### src/design/dts_pkg.sv
// ----------------------------------------------------------------------------
// dts_pkg: shared types and constants for the date/time stepper
// Request/state structs, codes, reset values and calendar helper functions.
// ----------------------------------------------------------------------------
package dts_pkg;

	// request kinds
	localparam logic [1:0] KIND_STEP   = 2'd0;
	localparam logic [1:0] KIND_LOAD   = 2'd1;
	localparam logic [1:0] KIND_COMMIT = 2'd2;

	// step field selectors
	localparam logic [2:0] FIELD_YEAR   = 3'd0;
	localparam logic [2:0] FIELD_MONTH  = 3'd1;
	localparam logic [2:0] FIELD_DAY    = 3'd2;
	localparam logic [2:0] FIELD_HOUR   = 3'd3;
	localparam logic [2:0] FIELD_MINUTE = 3'd4;

	// config register indexes
	localparam logic [1:0] REG_MIN_YEAR     = 2'd0;
	localparam logic [1:0] REG_MAX_YEAR     = 2'd1;
	localparam logic [1:0] REG_DEFAULT_YEAR = 2'd2;

	localparam int YEAR_W = 14;
	localparam int CENT_W = 8;
	localparam int REM_W  = 7;

	localparam logic [YEAR_W-1:0] RST_MIN_YEAR     = 14'd2020;
	localparam logic [YEAR_W-1:0] RST_MAX_YEAR     = 14'd2099;
	localparam logic [YEAR_W-1:0] RST_DEFAULT_YEAR = 14'd2026;

	localparam logic [REM_W-1:0]  REM_MAX   = 7'd99;
	localparam logic [CENT_W-1:0] CENT_BIAS = 8'd4;   // 400 years, keeps the weekday
	localparam logic [4:0]        HOUR_MAX  = 5'd23;
	localparam logic [5:0]        MIN_MAX   = 6'd59;
	localparam logic [3:0]        MONTH_MAX = 4'd12;

	// reciprocal of 100, exact for 15-bit dividends: q = (x * 5243) >> 19
	localparam logic [12:0] RECIP_100 = 13'd5243;
	localparam int          RECIP_SH  = 19;

	// year kept together with its century and year-in-century
	typedef struct packed {
		logic [YEAR_W-1:0] year;
		logic [CENT_W-1:0] cent;
		logic [REM_W-1:0]  rem;
	} year_split_t;

	typedef struct packed {
		year_split_t min_y;
		year_split_t max_y;
		year_split_t def_y;
	} cfg_t;

	typedef struct packed {
		logic [YEAR_W-1:0] year;
		logic [CENT_W-1:0] cent;
		logic [REM_W-1:0]  rem;
		logic [3:0]        month;
		logic [4:0]        day;
		logic [4:0]        hour;
		logic [5:0]        minute;
	} date_t;

	typedef struct packed {
		logic [1:0]        kind;
		logic [2:0]        field;
		logic              down;
		logic              read_ok;
		logic [15:0]       load_year;
		logic [CENT_W-1:0] load_cent;
		logic [REM_W-1:0]  load_rem;
		logic [7:0]        load_month;
		logic [7:0]        load_day;
		logic [7:0]        load_hour;
		logic [7:0]        load_minute;
	} req_t;

	function automatic year_split_t split_year(input logic [YEAR_W-1:0] y);
		logic [YEAR_W+12:0] prod;
		logic [CENT_W-1:0]  q;
		logic [YEAR_W-1:0]  diff;
		year_split_t        res;
		prod = y * RECIP_100;
		q = prod[YEAR_W+12:RECIP_SH];
		diff = y - {{(YEAR_W-CENT_W){1'b0}}, q} * 14'd100;
		res.year = y;
		res.cent = q;
		res.rem = diff[REM_W-1:0];
		return res;
	endfunction

	// y % 4 equals rem % 4 since 100 is a multiple of 4
	function automatic logic is_leap(input logic [CENT_W-1:0] cent,
			input logic [REM_W-1:0] rem);
		if (rem == '0) begin
			return cent[1:0] == 2'd0;
		end
		return rem[1:0] == 2'd0;
	endfunction

	function automatic logic [4:0] month_days(input logic leap, input logic [3:0] m);
		logic [4:0] d;
		unique case (m)
			4'd2: d = leap ? 5'd29 : 5'd28;
			4'd4, 4'd6, 4'd9, 4'd11: d = 5'd30;
			default: d = 5'd31;
		endcase
		return d;
	endfunction

	function automatic logic [2:0] month_offset(input logic [3:0] m);
		logic [2:0] o;
		unique case (m)
			4'd2: o = 3'd3;
			4'd3: o = 3'd2;
			4'd4: o = 3'd5;
			4'd6: o = 3'd3;
			4'd7: o = 3'd5;
			4'd8: o = 3'd1;
			4'd9: o = 3'd4;
			4'd10: o = 3'd6;
			4'd11: o = 3'd2;
			4'd12: o = 3'd4;
			default: o = 3'd0;
		endcase
		return o;
	endfunction

endpackage

### src/design/dts_next.sv
// ----------------------------------------------------------------------------
// dts_next: next-state logic of the date/time stepper
// Applies one step, load or commit request to the current date and time.
// ----------------------------------------------------------------------------
module dts_next (
	input  dts_pkg::date_t cur,
	input  dts_pkg::cfg_t  cfg,
	input  dts_pkg::req_t  req,
	output dts_pkg::date_t nxt,
	output logic           write_clock
);

	// wrap a small field by one within lo..hi
	function automatic logic [5:0] wrap6(input logic [5:0] v, input logic dn,
			input logic [5:0] lo, input logic [5:0] hi);
		logic [6:0] x;
		logic       neg;
		logic       gt;
		neg = dn && (v == 6'd0);
		x = dn ? ({1'b0, v} - 7'd1) : ({1'b0, v} + 7'd1);
		gt = !neg && (x > {1'b0, hi});
		if (gt) begin
			return lo;
		end else if (neg || (x < {1'b0, lo})) begin
			return hi;
		end
		return x[5:0];
	endfunction

	logic                      cur_leap;
	logic [dts_pkg::YEAR_W:0]  yx;
	logic                      yneg, ygt, ylt;
	dts_pkg::year_split_t      ystep;
	logic [4:0]                md;
	logic [4:0]                md_load;
	logic                      good;
	logic [5:0]                w;

	always_comb begin
		cur_leap = dts_pkg::is_leap(cur.cent, cur.rem);

		// year plus or minus one, then wrap to the configured range
		yneg = req.down && (cur.year == '0);
		yx = req.down ? ({1'b0, cur.year} - 15'd1) : ({1'b0, cur.year} + 15'd1);
		ygt = !yneg && (yx > {1'b0, cfg.max_y.year});
		ylt = !ygt && (yneg || (yx < {1'b0, cfg.min_y.year}));
		ystep.year = yx[dts_pkg::YEAR_W-1:0];
		if (req.down) begin
			if (cur.rem == '0) begin
				ystep.rem = dts_pkg::REM_MAX;
				ystep.cent = cur.cent - 8'd1;
			end else begin
				ystep.rem = cur.rem - 7'd1;
				ystep.cent = cur.cent;
			end
		end else begin
			if (cur.rem == dts_pkg::REM_MAX) begin
				ystep.rem = '0;
				ystep.cent = cur.cent + 8'd1;
			end else begin
				ystep.rem = cur.rem + 7'd1;
				ystep.cent = cur.cent;
			end
		end
		if (ygt) begin
			ystep = cfg.min_y;
		end else if (ylt) begin
			ystep = cfg.max_y;
		end

		md_load = dts_pkg::month_days(dts_pkg::is_leap(req.load_cent, req.load_rem),
			req.load_month[3:0]);
		good = req.read_ok
			&& (req.load_year >= {2'b00, cfg.min_y.year})
			&& (req.load_year <= {2'b00, cfg.max_y.year})
			&& (req.load_month >= 8'd1) && (req.load_month <= {4'd0, dts_pkg::MONTH_MAX})
			&& (req.load_day >= 8'd1) && (req.load_day <= {3'd0, md_load})
			&& (req.load_hour <= {3'd0, dts_pkg::HOUR_MAX})
			&& (req.load_minute <= {2'd0, dts_pkg::MIN_MAX});

		nxt = cur;
		md = '0;
		w = '0;
		write_clock = 1'b0;
		unique case (req.kind)
			dts_pkg::KIND_STEP: begin
				unique case (req.field)
					dts_pkg::FIELD_YEAR: begin
						nxt.year = ystep.year;
						nxt.cent = ystep.cent;
						nxt.rem = ystep.rem;
						md = dts_pkg::month_days(dts_pkg::is_leap(ystep.cent, ystep.rem),
							cur.month);
						if (cur.day > md) begin
							nxt.day = md;
						end
					end
					dts_pkg::FIELD_MONTH: begin
						w = wrap6({2'b00, cur.month}, req.down, 6'd1,
							{2'b00, dts_pkg::MONTH_MAX});
						nxt.month = w[3:0];
						md = dts_pkg::month_days(cur_leap, w[3:0]);
						if (cur.day > md) begin
							nxt.day = md;
						end
					end
					dts_pkg::FIELD_DAY: begin
						md = dts_pkg::month_days(cur_leap, cur.month);
						w = wrap6({1'b0, cur.day}, req.down, 6'd1, {1'b0, md});
						nxt.day = w[4:0];
					end
					dts_pkg::FIELD_HOUR: begin
						w = wrap6({1'b0, cur.hour}, req.down, 6'd0,
							{1'b0, dts_pkg::HOUR_MAX});
						nxt.hour = w[4:0];
					end
					dts_pkg::FIELD_MINUTE: begin
						w = wrap6(cur.minute, req.down, 6'd0, dts_pkg::MIN_MAX);
						nxt.minute = w;
					end
					default: begin
					end
				endcase
			end
			dts_pkg::KIND_LOAD: begin
				if (good) begin
					nxt.year = req.load_year[dts_pkg::YEAR_W-1:0];
					nxt.cent = req.load_cent;
					nxt.rem = req.load_rem;
					nxt.month = req.load_month[3:0];
					nxt.day = req.load_day[4:0];
					nxt.hour = req.load_hour[4:0];
					nxt.minute = req.load_minute[5:0];
				end else begin
					nxt.year = cfg.def_y.year;
					nxt.cent = cfg.def_y.cent;
					nxt.rem = cfg.def_y.rem;
					nxt.month = 4'd1;
					nxt.day = 5'd1;
					nxt.hour = '0;
					nxt.minute = '0;
				end
			end
			dts_pkg::KIND_COMMIT: begin
				write_clock = 1'b1;
			end
			default: begin
			end
		endcase
	end

endmodule

### src/design/dts_weekday.sv
// ----------------------------------------------------------------------------
// dts_weekday: day of week of a date, 0 = Sunday
// Sakamoto's rule worked on century and year-in-century, reduced mod 7.
// ----------------------------------------------------------------------------
module dts_weekday (
	input  dts_pkg::date_t date,
	output logic [2:0]     weekday
);

	logic [dts_pkg::CENT_W-1:0] h;
	logic [dts_pkg::REM_W-1:0]  r;
	logic [10:0]                s;
	logic [4:0]                 f1;
	logic [3:0]                 f2;

	always_comb begin
		// year + 400, minus one for January and February
		h = date.cent + dts_pkg::CENT_BIAS;
		r = date.rem;
		if (date.month < 4'd3) begin
			if (date.rem == '0) begin
				r = dts_pkg::REM_MAX;
				h = h - 8'd1;
			end else begin
				r = date.rem - 7'd1;
			end
		end
		// 100h + r + 25h + r/4 - h + h/4 + off + d, with 124 = 5 mod 7
		s = ({3'b000, h} << 2) + {3'b000, h} + {4'd0, r} + {6'd0, r[6:2]}
			+ {5'd0, h[7:2]} + {8'd0, dts_pkg::month_offset(date.month)}
			+ {6'd0, date.day};
		// 8 = 1 mod 7: fold octal digits
		f1 = {2'b00, s[2:0]} + {2'b00, s[5:3]} + {2'b00, s[8:6]} + {3'b000, s[10:9]};
		f2 = {1'b0, f1[2:0]} + {2'b00, f1[4:3]};
		if (f2 >= 4'd7) begin
			weekday = 3'(f2 - 4'd7);
		end else begin
			weekday = f2[2:0];
		end
	end

endmodule

### src/design/date_time_stepper.sv
// ----------------------------------------------------------------------------
// date_time_stepper: editable date and time of day with weekday
// Step, load and commit requests on a settable year/month/day/hour/minute.
// ----------------------------------------------------------------------------
// One request is taken every clock cycle while in_stall is low, and each request
// yields one result after an input register, the state update (which also
// snapshots the result), and the output register that adds the weekday. The
// state update reads the state it writes, so a step that depends on the previous
// one follows it directly. The stall on the input rises only when the output
// is stalled and both internal stages are full. The user must write min_year,
// max_year and default_year only while no request is in flight; the block does
// not enforce this. A write takes effect at the same edge. The year is kept
// alongside its century and year-in-century, so leap years and weekday need
// no divide in the loop; splitting a loaded or configured year costs two
// constant multiplies in front of its register.
module date_time_stepper (
	input  logic        clk,
	input  logic        arst_n,

	input  logic        in_valid,
	output logic        in_stall,
	input  logic [1:0]  kind,
	input  logic [2:0]  field,
	input  logic        down,
	input  logic        read_ok,
	input  logic [15:0] load_year,
	input  logic [7:0]  load_month,
	input  logic [7:0]  load_day,
	input  logic [7:0]  load_hour,
	input  logic [7:0]  load_minute,

	output logic        out_valid,
	input  logic        out_stall,
	output logic [13:0] cur_year,
	output logic [3:0]  cur_month,
	output logic [4:0]  cur_day,
	output logic [4:0]  cur_hour,
	output logic [5:0]  cur_minute,
	output logic [2:0]  weekday,
	output logic        write_clock,

	input  logic        cfg_we,
	input  logic [1:0]  cfg_index,
	input  logic [13:0] cfg_data
);

	// reset year, already split
	localparam dts_pkg::year_split_t RST_YEAR_SPLIT =
		dts_pkg::split_year(dts_pkg::RST_DEFAULT_YEAR);

	// config: each year stored already split
	dts_pkg::cfg_t        cfg_q;
	dts_pkg::year_split_t cfg_split;

	// pipeline
	logic                 s0_valid_q;
	dts_pkg::req_t        req_s0;
	logic                 s1_valid_q;
	dts_pkg::date_t       date_s1;
	logic                 wr_s1;

	dts_pkg::date_t       state_q;
	dts_pkg::date_t       state_nxt;
	logic                 wr_nxt;
	logic [2:0]           wd;

	logic                 out_ready;
	logic                 s1_ready;
	logic                 in_take;
	logic                 s0_move;
	dts_pkg::year_split_t load_split;

	assign out_ready = !out_valid || !out_stall;
	assign s1_ready  = !s1_valid_q || out_ready;
	assign s0_move   = s0_valid_q && s1_ready;
	assign in_stall  = s0_valid_q && !s1_ready;
	assign in_take   = in_valid && !in_stall;

	assign cfg_split  = dts_pkg::split_year(cfg_data);
	assign load_split = dts_pkg::split_year(load_year[13:0]);

	// config writes
	always_ff @(posedge clk or negedge arst_n) begin
		if (!arst_n) begin
			cfg_q.min_y <= dts_pkg::split_year(dts_pkg::RST_MIN_YEAR);
			cfg_q.max_y <= dts_pkg::split_year(dts_pkg::RST_MAX_YEAR);
			cfg_q.def_y <= dts_pkg::split_year(dts_pkg::RST_DEFAULT_YEAR);
		end else if (cfg_we) begin
			unique case (cfg_index)
				dts_pkg::REG_MIN_YEAR:     cfg_q.min_y <= cfg_split;
				dts_pkg::REG_MAX_YEAR:     cfg_q.max_y <= cfg_split;
				dts_pkg::REG_DEFAULT_YEAR: cfg_q.def_y <= cfg_split;
				default: begin
				end
			endcase
		end
	end

	// input register: raw request plus the split load year
	always_ff @(posedge clk or negedge arst_n) begin
		if (!arst_n) begin
			s0_valid_q <= 1'b0;
		end else if (in_take) begin
			s0_valid_q <= 1'b1;
		end else if (s0_move) begin
			s0_valid_q <= 1'b0;
		end
	end

	always_ff @(posedge clk) begin
		if (in_take) begin
			req_s0.kind        <= kind;
			req_s0.field       <= field;
			req_s0.down        <= down;
			req_s0.read_ok     <= read_ok;
			req_s0.load_year   <= load_year;
			req_s0.load_cent   <= load_split.cent;
			req_s0.load_rem    <= load_split.rem;
			req_s0.load_month  <= load_month;
			req_s0.load_day    <= load_day;
			req_s0.load_hour   <= load_hour;
			req_s0.load_minute <= load_minute;
		end
	end

	dts_next u_next (
		.cur         (state_q),
		.cfg         (cfg_q),
		.req         (req_s0),
		.nxt         (state_nxt),
		.write_clock (wr_nxt)
	);

	// date/time state, updated as each request leaves the input register
	always_ff @(posedge clk or negedge arst_n) begin
		if (!arst_n) begin
			state_q.year   <= dts_pkg::RST_DEFAULT_YEAR;
			state_q.cent   <= RST_YEAR_SPLIT.cent;
			state_q.rem    <= RST_YEAR_SPLIT.rem;
			state_q.month  <= 4'd1;
			state_q.day    <= 5'd1;
			state_q.hour   <= '0;
			state_q.minute <= '0;
		end else if (s0_move) begin
			state_q <= state_nxt;
		end
	end

	// result snapshot
	always_ff @(posedge clk or negedge arst_n) begin
		if (!arst_n) begin
			s1_valid_q <= 1'b0;
		end else if (s1_ready) begin
			s1_valid_q <= s0_valid_q;
		end
	end

	always_ff @(posedge clk) begin
		if (s0_move) begin
			date_s1 <= state_nxt;
			wr_s1   <= wr_nxt;
		end
	end

	dts_weekday u_weekday (
		.date    (date_s1),
		.weekday (wd)
	);

	// output register
	always_ff @(posedge clk or negedge arst_n) begin
		if (!arst_n) begin
			out_valid <= 1'b0;
		end else if (out_ready) begin
			out_valid <= s1_valid_q;
		end
	end

	always_ff @(posedge clk) begin
		if (out_ready && s1_valid_q) begin
			cur_year    <= date_s1.year;
			cur_month   <= date_s1.month;
			cur_day     <= date_s1.day;
			cur_hour    <= date_s1.hour;
			cur_minute  <= date_s1.minute;
			weekday     <= wd;
			write_clock <= wr_s1;
		end
	end

	// split year must always agree with the year itself
	a_year_split: assert property (@(posedge clk) disable iff (!arst_n)
		state_q.year == ({6'd0, state_q.cent} * 14'd100 + {7'd0, state_q.rem}))
		else $error("year and century/remainder disagree");

	a_month_range: assert property (@(posedge clk) disable iff (!arst_n)
		(state_q.month >= 4'd1) && (state_q.month <= dts_pkg::MONTH_MAX))
		else $error("month out of range");

	a_day_range: assert property (@(posedge clk) disable iff (!arst_n)
		(state_q.day >= 5'd1) && (state_q.day <= dts_pkg::month_days(
			dts_pkg::is_leap(state_q.cent, state_q.rem), state_q.month)))
		else $error("day beyond month length");

	a_weekday_range: assert property (@(posedge clk) disable iff (!arst_n)
		out_valid |-> (weekday <= 3'd6))
		else $error("weekday out of range");

	// state only moves together with a request entering the snapshot stage
	a_state_move: assert property (@(posedge clk) disable iff (!arst_n)
		!s0_move |=> $stable(state_q))
		else $error("state changed without a request");

endmodule
### config.mk
export PLATFORM = sky130hd
export DESIGN_NAME = date_time_stepper
export DESIGN_NICKNAME = d
export VERILOG_FILES = /design/src/design/dts_pkg.sv /design/src/design/dts_next.sv /design/src/design/dts_weekday.sv /design/src/design/date_time_stepper.sv
export SDC_FILE = /design/constraint.sdc
export NUM_CORES = 1
export LEC_CHECK = 0
export BUFFER_PORTS_ARGS = -buffer_cell sky130_fd_sc_hd__buf_2
export CAP_MARGIN = 15
export CORE_MARGIN = 4
export CORE_UTILIZATION = 29
export CTS_CLUSTER_SIZE = 12
export DETAILED_ROUTE_END_ITERATION = 16
export PLACE_DENSITY = 0.47
export SYNTH_ARGS = -nofsm -noshare
export SYNTH_HDL_FRONTEND = slang
export SYNTH_SLANG_ARGS = --single-unit
### constraint.sdc
create_clock -name clk -period 9.37 [get_ports clk]
set_input_delay 0.937 -clock clk [delete_from_list [all_inputs] [get_ports clk]]
set_output_delay 0.937 -clock clk [all_outputs]
set_load 0.01 [all_outputs]
==> impl_metrics.yaml <==
status:
  status: "finished, final reports clean"
detailed_routing:
  post-route-drc-count: 0
  drt_wl_total_um: 71300
  dr.pass1.iters: 5
  drtIter0Drc: 996
  postRouteAntennaNets: 0
  vias: 18600
  drt-vias-per-instance: 4.91
  wl_per_cell_um: 18.8
yosys:
  ys_warn_count: 0
  yosysSeqAreaShare_pct: 32.7
  synth_top_family_by_area: "adder cells"
  netlist_instances: 2509
  synth.avg_cell_area_um2: 9.92
  synthFlopType: "edfxtp_1"
  synth-adder-area-share_pct: 29.5
  synth_xor_area_share_pct: 3.10
  synth_mux_area_share_pct: 3.15
  syn_nets: 3077
  synth_edf_count: 156
  syn_area_um2: 24900
  synth-compound-area-share_pct: 13.5
  ys_ff_latch: 292
  synthSimpleGateAreaFrac_pct: 11.2
  ys_types: 87
  synthArstFlopShare_pct: 45.5
final_layout:
  final_nets: 3178
  postLayoutCellArea_um2: 28100
  seqCellArea_um2: 8130
  mostFrequentLayoutCell: "inv_1"
  num-fill-cells: 8890
  final_cell_mix: "inv_1 (375), ha_1 (334), nand2_1 (201), fa_1 (158), edfxtp_1 (156)"
  drive_gt1_share_pct: 11.8
  area_growth_pct: 12.8
  multiInputGateArea_um2: 15100
sta:
  relSlewSlack_pct: 16.0
  fin_ws_ps: 644
  slew_violations: 0
  skew_ps: 23.8
  max_freq_mhz: 115
  worst_pin_slew_ps: 1240
  setup_viol: 0
  hold_viol: 0
  holdWs_ps: 409
  period_needed_ps: 8730
  fin_crit_sh_pct: 93.1
setup_path:
  crit_path_frequent_cell: "fa_1"
  arrival_ps: 9010
  worstSetupStartpointType: "flop"
  worstSetupPathType: "flop to flop"
  cp.required_ps: 9650
  path_max_fanout: 11
  cp-end-kind: "flop"
  cp_slowest_cell: "fa_1"
  critPathMaxStageDelay_ps: 530
clock_network:
  cts_buffers: 37
  cts_htree_levels: 2
  clk_pin_slew_worst_paths_ps: 60
  clock_latency_ps: 560
  cts.sink_count: 292
  cts_root_buf: "clkbuf_16"
  tritoncts: "built"
  cts_buffer_depth: 3
place:
  dp_slack_ps: 253
  place_area_um2: 26800
  dp_hpwl_um: 55900
  gp_congestion: 0.884
  portBuffers: 115
floorplan:
  die_area_um2: 90500
  die_x_um: 301
  io_pins: 116
  start_util_pct: 29.2
  num_rows: 107
  fp.dieH_um: 301
  coreArea_um2: 85100
grt:
  grt_max_degree: 74
  track_usage_pct: 15.9
  grt_antenna_before_repair: 3
  grt_pass1_vias: 19400
  grt_overflow: 0
  grt_pass1_wl_um: 113000
worst_hold_path:
  hp-class: "primary input to async pin"
job:
  maxCapViolCount: 0
==> timing repair <==
action                                  in CTS  in global routing
buffers inserted                             0                  2
gates resized for setup                      0                  7
hold buffers                                 0                  0
endpoints found under the setup margin       0                  3
==> layout make-up <==
type                    instances  area share (%)
clock buffers                  50            3.73
diodes                          2          0.0178
well taps                    1144            5.10
multi-input cells            1766            53.9
clock inverters                18           0.620
inverters                     376            5.04
repair buffers                137            2.66
flip-flops and latches        292            29.0
==> per-layer routing <==
layer	part of all wire, %	track usage [%]	vias to the layer above	routed length [um]
met5	0.018	0	-	13
met4	2.2	3.91	2	1600
met3	3.8	1.77	85	2710
met2	47	26.7	394	33700
met1	47	22.0	9178	33300
li1	-	-	8923	-
==> worst max-delay path: cells and delay by family (launching register included) <==
family	cells	cell delay, ps
flops	1	440
fa+ha+maj	10	3830
simple gates	10	1370
buf+inv	5	410
compound gates	11	1710
xor+xnor	3	680
==> flip-flops by register name (all words and copies together), names as in the netlist, named ones only <==
| signal | cells |
|---|---|
| cfg_q | 81 |
| cur_day | 5 |
| cur_hour | 5 |
| cur_minute | 6 |
| cur_month | 4 |
| cur_year | 14 |
| date_s1 | 49 |
| out_valid | 1 |
| req_s0 | 68 |
| s0_valid_q | 1 |
| s1_valid_q | 1 |
| state_q | 49 |
| weekday | 3 |
| wr_s1 | 1 |
| write_clock | 1 |
==> path summary, 6_finish.rpt <==
path	slack (ps)	start	cells past startpoint	endpoint
setup / recovery	640	date_s1[16]	39	weekday[1]
hold / removal	410	arst_n	1	state_q[5]
setup reg to reg	640	date_s1[16]	39	weekday[1]
hold reg to reg	420	wr_s1	0	write_clock
max in group asynchronous	7510	arst_n	2	state_q[47]
min in group clk	420	wr_s1	0	write_clock
==> logic make-up (layout without fill, tap and decap cells) <==
| family | Yosys count | after routing |
|---|---|---|
| other cells | 0 | 2 |
| buf+inv | 451 | 581 |
| xor+xnor | 88 | 88 |
| flops | 292 | 292 |
| simple gates | 583 | 583 |
| compound gates | 529 | 529 |
| fa+ha+maj | 492 | 492 |
| mux | 74 | 74 |
==> cell usage after synthesis, types with 17 or more instances <==
cell type / count / area [um^2]
nor2b_1: 17 / 106
a21o_1: 40 / 300
o211ai_1: 40 / 300
dfstp_2: 47 / 1230
dfrtp_1: 86 / 2150
inv_1: 375 / 1410
nand3_1: 47 / 235
mux2i_1: 43 / 430
a21oi_1: 138 / 691
nand2_1: 201 / 754
nand4_1: 17 / 106
edfxtp_1: 156 / 4680
xnor2_1: 64 / 561
nand2b_1: 24 / 150
o21ai_0: 153 / 766
nor2_1: 139 / 522
mux2_2: 30 / 338
nor3_1: 38 / 190
fa_1: 158 / 3160
ha_1: 334 / 4180
clkbuf_1: 65 / 244
nor4_1: 22 / 138
xor2_1: 24 / 210
==> through the flow <==
step | TNS (ps) | util [%] | cells
floorplan | 0 | - | 2509
global placement | 0 | 31.5 | 3713
detailed placement | 0 | 31.5 | 3713
CTS | 0 | 32.9 | 3781
global route | -1.46 | 33.0 | 3783
finish | 0 | 33.0 | 3785
Power is left out: the tool's default activity adds up to more than one toggle a clock period on the data nets, which glitch-free logic cannot reach.
